--- src/hw/rtl/pld_pkg.sv ---
// shared types and constants for the posting list decoder
`timescale 1ns / 1ps
`default_nettype none

package pld_pkg;

  localparam int unsigned IdWidth    = 32;
  localparam int unsigned ByteWidth  = 8;
  localparam int unsigned CtxWidth   = 3;
  localparam int unsigned PosWidth   = 13;
  localparam int unsigned LeftWidth  = 9;

  localparam logic [CtxWidth-1:0] SkipContext = 3'd5;

  typedef enum logic [1:0] {
    PH_DOCID = 2'd0,
    PH_FREQ  = 2'd1,
    PH_HITS  = 2'd2,
    PH_DROP  = 2'd3
  } pld_phase_t;

  typedef enum logic [1:0] {
    ST_POSTING   = 2'd0,
    ST_ZERO_FREQ = 2'd1,
    ST_TRUNCATED = 2'd2
  } pld_status_t;

  typedef struct packed {
    logic [ByteWidth-1:0] list_byte;
    logic                 last_byte;
  } pld_beat_t;

  typedef struct packed {
    logic [IdWidth-1:0]   docid;
    logic [ByteWidth-1:0] freq;
    logic [CtxWidth-1:0]  hit_context;
    logic [PosWidth-1:0]  hit_pos;
    pld_status_t          status;
  } pld_result_t;

endpackage

`default_nettype wire

--- src/hw/rtl/pld_if.sv ---
// stream interfaces for list bytes and decoded postings
`timescale 1ns / 1ps
`default_nettype none

interface pld_byte_if;
  logic       valid;
  logic       ready;
  logic [7:0] list_byte;
  logic       last_byte;

  modport source (output valid, output list_byte, output last_byte, input ready);
  modport sink (input valid, input list_byte, input last_byte, output ready);
endinterface

interface pld_post_if;
  logic        valid;
  logic        ready;
  logic [31:0] docid;
  logic [7:0]  freq;
  logic [2:0]  hit_context;
  logic [12:0] hit_pos;
  logic [1:0]  status;

  modport source (output valid, output docid, output freq, output hit_context,
                  output hit_pos, output status, input ready);
  modport sink (input valid, input docid, input freq, input hit_context,
                input hit_pos, input status, output ready);
endinterface

`default_nettype wire

--- src/hw/rtl/pld_parser.sv ---
// posting list parser state and single-byte step logic
`timescale 1ns / 1ps
`default_nettype none

module pld_parser (
  input  wire logic               clk,
  input  wire logic               rst,
  input  wire logic               step,
  input  wire pld_pkg::pld_beat_t beat,
  input  wire logic [31:0]        min_docid,
  output logic                    res_valid,
  output pld_pkg::pld_result_t    res
);
  import pld_pkg::*;

  pld_phase_t           phase, phase_next;
  logic [IdWidth-1:0]   id_acc, id_acc_next;
  logic [ByteWidth-1:0] hit_total, hit_total_next;
  logic [LeftWidth-1:0] hit_left, hit_left_next;
  logic [ByteWidth-1:0] high_hold, high_hold_next;
  logic [15:0]          chosen, chosen_next;
  logic                 found, found_next;

  logic [IdWidth-1:0]   id_shift;
  logic [LeftWidth-1:0] left_dec;
  logic [ByteWidth-1:0] b;

  always_ff @(posedge clk) begin
    if (rst) begin
      phase     <= PH_DOCID;
      id_acc    <= '0;
      hit_total <= '0;
      hit_left  <= '0;
      high_hold <= '0;
      chosen    <= '0;
      found     <= 1'b0;
    end else if (step) begin
      phase     <= phase_next;
      id_acc    <= id_acc_next;
      hit_total <= hit_total_next;
      hit_left  <= hit_left_next;
      high_hold <= high_hold_next;
      chosen    <= chosen_next;
      found     <= found_next;
    end
  end

  always_comb begin
    b              = beat.list_byte;
    id_shift       = {id_acc[IdWidth-8:0], b[6:0]};
    left_dec       = hit_left - LeftWidth'(1);
    phase_next     = phase;
    id_acc_next    = id_acc;
    hit_total_next = hit_total;
    hit_left_next  = hit_left;
    high_hold_next = high_hold;
    chosen_next    = chosen;
    found_next     = found;
    res_valid      = 1'b0;
    res            = '{docid: id_acc, freq: '0, hit_context: '0, hit_pos: '0,
                       status: ST_TRUNCATED};
    case (phase)
      PH_DOCID: begin
        id_acc_next = id_shift;
        if (!b[7]) begin
          phase_next = PH_FREQ;
        end
        if (beat.last_byte) begin
          res_valid = 1'b1;
          res.docid = id_shift;
        end
      end
      PH_FREQ: begin
        if (b == '0) begin
          res_valid  = 1'b1;
          res.status = ST_ZERO_FREQ;
          phase_next = PH_DROP;
        end else begin
          hit_total_next = b;
          hit_left_next  = {b, 1'b0};
          found_next     = 1'b0;
          chosen_next    = '0;
          phase_next     = PH_HITS;
          res_valid      = beat.last_byte;
        end
      end
      PH_HITS: begin
        if (!hit_left[0]) begin
          high_hold_next = b;
        end else if (!found) begin
          chosen_next = {high_hold, b};
          found_next  = (high_hold[7:5] != SkipContext);
        end
        hit_left_next = left_dec;
        if (left_dec == '0) begin
          if (id_acc >= min_docid) begin
            res_valid       = 1'b1;
            res.freq        = hit_total;
            res.hit_context = chosen_next[15:13];
            res.hit_pos     = chosen_next[12:0];
            res.status      = ST_POSTING;
          end
          phase_next     = PH_DOCID;
          id_acc_next    = '0;
          hit_total_next = '0;
          hit_left_next  = '0;
          high_hold_next = '0;
          chosen_next    = '0;
          found_next     = 1'b0;
        end else begin
          res_valid = beat.last_byte;
        end
      end
      PH_DROP: begin
        res_valid = 1'b0;
      end
      default: begin
        phase_next = PH_DOCID;
      end
    endcase
    // end of list returns to the start state
    if (beat.last_byte) begin
      phase_next     = PH_DOCID;
      id_acc_next    = '0;
      hit_total_next = '0;
      hit_left_next  = '0;
      high_hold_next = '0;
      chosen_next    = '0;
      found_next     = 1'b0;
    end
  end

endmodule

`default_nettype wire

--- src/hw/rtl/posting_list_decoder.sv ---
// posting_list_decoder: variable-byte posting list decoder, top level
//
// list_in takes one list byte per beat, last_byte marks the final byte of a
// list. post_out gives one beat per emitted posting or error: docid, freq,
// the chosen hit (first hit whose context is not 5, else the last hit) and
// status (0 posting, 1 zero frequency, 2 truncated list).
// cfg_we / cfg_data write min_docid; postings below it are consumed silently.
// Write it only while no list bytes are in flight.
// A byte accepted from list_in is held in the input register; the parser step on
// it loads its result into the result register, which drives post_out.
// Throughput: one byte per cycle while post_out is not stalled.
// If post_out stalls, one result waits in the result register and one byte in
// the input register; list_in.ready drops after that.
// Reset clears the parser to the start of a list, empties both registers and
// sets min_docid to 0.
`timescale 1ns / 1ps
`default_nettype none

module posting_list_decoder (
  input  wire logic        clk,
  input  wire logic        rst,
  pld_byte_if.sink         list_in,
  pld_post_if.source       post_out,
  input  wire logic        cfg_we,
  input  wire logic [31:0] cfg_data
);
  import pld_pkg::*;

  logic [31:0] min_docid_reg;
  logic        s1_valid;
  pld_beat_t   s1_beat;
  logic        s1_go;
  logic        res_valid;
  pld_result_t res;
  logic        out_valid;
  pld_result_t out_reg;

  always_ff @(posedge clk) begin
    if (rst) begin
      min_docid_reg <= '0;
    end else if (cfg_we) begin
      min_docid_reg <= cfg_data;
    end
  end

  assign s1_go         = s1_valid && (!out_valid || post_out.ready);
  assign list_in.ready = !s1_valid || s1_go;

  always_ff @(posedge clk) begin
    if (rst) begin
      s1_valid <= 1'b0;
    end else if (list_in.ready) begin
      s1_valid <= list_in.valid;
    end
  end

  always_ff @(posedge clk) begin
    if (list_in.ready && list_in.valid) begin
      s1_beat <= '{list_byte: list_in.list_byte, last_byte: list_in.last_byte};
    end
  end

  pld_parser u_parser (
    .clk       (clk),
    .rst       (rst),
    .step      (s1_go),
    .beat      (s1_beat),
    .min_docid (min_docid_reg),
    .res_valid (res_valid),
    .res       (res)
  );

  always_ff @(posedge clk) begin
    if (rst) begin
      out_valid <= 1'b0;
    end else if (s1_go && res_valid) begin
      out_valid <= 1'b1;
    end else if (post_out.ready) begin
      out_valid <= 1'b0;
    end
  end

  always_ff @(posedge clk) begin
    if (s1_go && res_valid) begin
      out_reg <= res;
    end
  end

  assign post_out.valid       = out_valid;
  assign post_out.docid       = out_reg.docid;
  assign post_out.freq        = out_reg.freq;
  assign post_out.hit_context = out_reg.hit_context;
  assign post_out.hit_pos     = out_reg.hit_pos;
  assign post_out.status      = out_reg.status;

endmodule

`default_nettype wire

--- src/flat_wrapper.sv ---
// flat-port wrapper written by rule: the top's interface ports become plain ports
module posting_list_decoder_flat import pld_pkg::*;
  (clk, rst, cfg_we, cfg_data, list_in_valid, list_in_list_byte, list_in_last_byte, list_in_ready, post_out_valid, post_out_docid, post_out_freq, post_out_hit_context, post_out_hit_pos, post_out_status, post_out_ready);
  pld_byte_if list_in_i ();
  pld_post_if post_out_i ();
  input  wire logic clk;
  input  wire logic rst;
  input  wire logic cfg_we;
  input  wire logic [31:0] cfg_data;
  input wire logic [$bits(list_in_i.valid)-1:0] list_in_valid;
  input wire logic [$bits(list_in_i.list_byte)-1:0] list_in_list_byte;
  input wire logic [$bits(list_in_i.last_byte)-1:0] list_in_last_byte;
  output wire logic [$bits(list_in_i.ready)-1:0] list_in_ready;
  output wire logic [$bits(post_out_i.valid)-1:0] post_out_valid;
  output wire logic [$bits(post_out_i.docid)-1:0] post_out_docid;
  output wire logic [$bits(post_out_i.freq)-1:0] post_out_freq;
  output wire logic [$bits(post_out_i.hit_context)-1:0] post_out_hit_context;
  output wire logic [$bits(post_out_i.hit_pos)-1:0] post_out_hit_pos;
  output wire logic [$bits(post_out_i.status)-1:0] post_out_status;
  input wire logic [$bits(post_out_i.ready)-1:0] post_out_ready;
  assign list_in_i.valid = list_in_valid;
  assign list_in_i.list_byte = list_in_list_byte;
  assign list_in_i.last_byte = list_in_last_byte;
  assign list_in_ready = list_in_i.ready;
  assign post_out_valid = post_out_i.valid;
  assign post_out_docid = post_out_i.docid;
  assign post_out_freq = post_out_i.freq;
  assign post_out_hit_context = post_out_i.hit_context;
  assign post_out_hit_pos = post_out_i.hit_pos;
  assign post_out_status = post_out_i.status;
  assign post_out_i.ready = post_out_ready;
  posting_list_decoder u_core (.clk(clk), .rst(rst), .list_in(list_in_i), .post_out(post_out_i), .cfg_we(cfg_we), .cfg_data(cfg_data));
endmodule
--- config.mk ---
export PLATFORM = sky130hd
export DESIGN_NAME = posting_list_decoder_flat
export DESIGN_NICKNAME = d
export VERILOG_FILES = /design/src/hw/rtl/pld_pkg.sv /design/src/hw/rtl/pld_if.sv /design/src/hw/rtl/pld_parser.sv /design/src/hw/rtl/posting_list_decoder.sv /design/src/flat_wrapper.sv
export SDC_FILE = /design/constraint.sdc
export NUM_CORES = 1
export LEC_CHECK = 0
export CORE_ASPECT_RATIO = 1.75
export CORE_MARGIN = 5
export CORE_UTILIZATION = 57
export CTS_CLUSTER_DIAMETER = 200
export DETAILED_ROUTE_END_ITERATION = 12
export DONT_BUFFER_PORTS = 1
export PLACE_DENSITY = 0.75
export SYNTH_ARGS = -nofsm -noshare
export SYNTH_HDL_FRONTEND = slang
export SYNTH_SLANG_ARGS = --single-unit
--- constraint.sdc ---
create_clock -name clk -period 6.3 [get_ports clk]
set_input_delay 0.63 -clock clk [delete_from_list [all_inputs] [get_ports clk]]
set_output_delay 0.63 -clock clk [all_outputs]
set_load 0.02 [all_outputs]
==> flow_summary.toml <==
[yosys]
ys_warn_count = 0
synth_fp_nets = 863
yosysUniqueCellTypes = 67
synth-async-reset-ratio_pct = 0
synthAdderAreaFrac_pct = 5.77
synth_edf_count = 67
syn_area_um2 = 8030
synth_compound_area_share_pct = 12.1
netlist.area_leader.share_pct = 27.4
avgSynthCellArea_um2 = 10.3
yosys.area_share.simple_pct = 15.9
ys_ff_latch = 177
synth_xor_area_share_pct = 0
yosysSeqAreaShare_pct = 52.5
synth_top_cell_by_area = "dfxtp_1"
synth_cells = 780
muxShareOfSynthArea_pct = 8.59
synth_top_family_by_area = "simple AND/OR/NAND/NOR gates"
synth.top_cells.by_area = "dfxtp_1 (27%), edfxtp_1 (25%), ha_1 (5.8%)"
synth_flop_cell = "dfxtp_1"

[global_route]
grt_start_max_net_pins = 64
grt_pass1_wl_mm = 30.9
grt_antenna_before_repair = 0
grt_use_total_pct = 23.4
overflow = 0
grt_use_met3_pct = 5.11
top_usage_layer = "met2"
grt_pass1_vias = 6009
use_met2_pct = 41.9
use_met1_pct = 24.9

[routing]
drcViolationCount = 0
drt_iter0_markers = 283
drt-pass1-iter-count = 5
avgRoutedWirePerCell_um = 19.9
drtAntennaViolNets = 0
num_vias = 5748
post_drt_via_cell_ratio = 6.06
drt_wl_total_mm = 18.9

[clock_tree]
clk_path_buf_depth = 2
tritoncts = "built"
worstSkewPairLatency_ps = 420
cts_sinks = 177
holdBufCountCts = 0
htreeDepth = 4
clkTransAtPathRegs_ps = 60
post_cts_buffers = 0
cts_resized = 0
numCtsBuffers = 17
cts_root_buf = "clkbuf_16"

[timing]
final.period_utilization_pct = 58.1
report.final.slew_viol_count = 0
hold_viol = 0
tightest_slew_ps = 1080
slew-limit-headroom_pct = 27.7
fmax_ghz = 0.273
rsz0062_at_grt = "false"
holdWs_ps = 276
worst_slack_ps = 2640
finalClockSkew_ps = 13.8
period_needed_ps = 3660
setup_tns_ps = 0
setup_viol = 0

[placement]
placed_cell_area_um2 = 8060
pre_cts_slack_ps = 2650
gp_congestion = 0.886
io_buffers = 0
hpwl_mm = 13.2

[finish]
drive_gt1_share_pct = 13.2
register_area_um2 = 4210
fillers = 1127
finalInstanceArea_um2 = 8670
fin_nets = 842
mostFrequentLayoutCells = "dfxtp_1 (110), nand2_1 (99), edfxtp_1 (67)"
final_common_cell = "dfxtp_1"
insertedDiodeCount = 0
multi_input_comb_area_um2 = 3420
area_growth_pct = 7.93

[power]
p_per_area_nw_per_um2 = 290
p_leak_nw = 3.26
max-vdd-ir-drop_mv = 0.176

[worst_setup_path]
path_max_fanout = 54
cp-start-kind = "flip-flop"
crit_arrival_ps = 3720
endpoint_kind = "flip-flop"
crit_required_ps = 6350
worst-setup-path-type = "flip-flop to flip-flop"

[floorplanning]
rows = 57
die_h_um = 167
start_util_pct = 58.0
core_um2 = 13800
ios = 106
design.die.area_um2 = 16700
die_w_um = 99.7

[flow_run]
max-cap-violations = 0

[status]
status = "completed"

[worst_hold_path]
hold_class = "input port to flip-flop"
## final timing paths
path,from,cells past startpoint,slack [ps],end
worst max-delay path,u_core.u_parser.hit_left[0],9,2640,u_core.post_out.docid[9]
worst min-delay path,rst,1,280,u_core.s1_valid
worst max register to register,u_core.u_parser.hit_left[0],9,2640,u_core.post_out.docid[9]
worst min register to register,u_core.u_parser.hit_total[2],2,440,u_core.u_parser.hit_total[2]
## report_power, final
part / switching, W / internal, W / leakage [nW]
Combinational: 0.000102 / 0.0000695 / 1.42
Sequential: 0.0000518 / 0.00122 / 1.53
Clock: 0.000448 / 0.000613 / 0.297
## cells by family (layout without fill, tap and decap cells)
group,after synthesis,in the layout
compound gates,144,144
buf+inv,91,83
fa+ha+maj,37,37
flops,177,177
mux,65,65
simple gates,266,266
## synthesized netlist by cell type (8+ instances only)
library cell,count
nand2_1,99
mux2_2,31
o21ai_0,38
buf_6,8
nand3_1,51
edfxtp_1,67
dfxtp_1,110
clkbuf_1,22
inv_1,46
ha_1,37
nor2_1,57
a22o_2,15
mux2i_1,34
nor3_1,10
a21oi_1,43
## critical path: stages (launching register included)
cell,delay [ps]
dfxtp_1,600
inv_1,140
ha_1,330
o21bai_1,190
a21boi_0,230
a2bb2oi_2,260
and3_2,350
a21oi_1,150
nor3_4,340
buf_4,660
## final cells by class
| cell class | count | share of cell area [%] |
|---|---|---|
| Timing Repair Buffer | 5 | 0.433 |
| Clock buffer | 18 | 5.20 |
| Sequential cell | 177 | 48.6 |
| Clock inverter | 14 | 1.76 |
| Multi-Input combinational cell | 512 | 39.4 |
| Inverter | 46 | 1.99 |
| Tap cell | 177 | 2.56 |
## per-stage QoR
stage	cells	util (%)	power [W]
floorplan	780	-	0.00144
global placement	917	58.3	0.00146
detailed placement	917	58.3	0.00147
CTS	949	62.6	0.00252
global route	949	62.6	0.00260
finish	949	62.6	0.00251
## metal layers
metal | routed length [um] | up-vias
met5 | 0 | -
met4 | 904 | 0
met3 | 1010 | 57
met2 | 10100 | 192
met1 | 6920 | 2766
li1 | - | 2733
No activity file was read; power rests on OpenSTA's default activity.
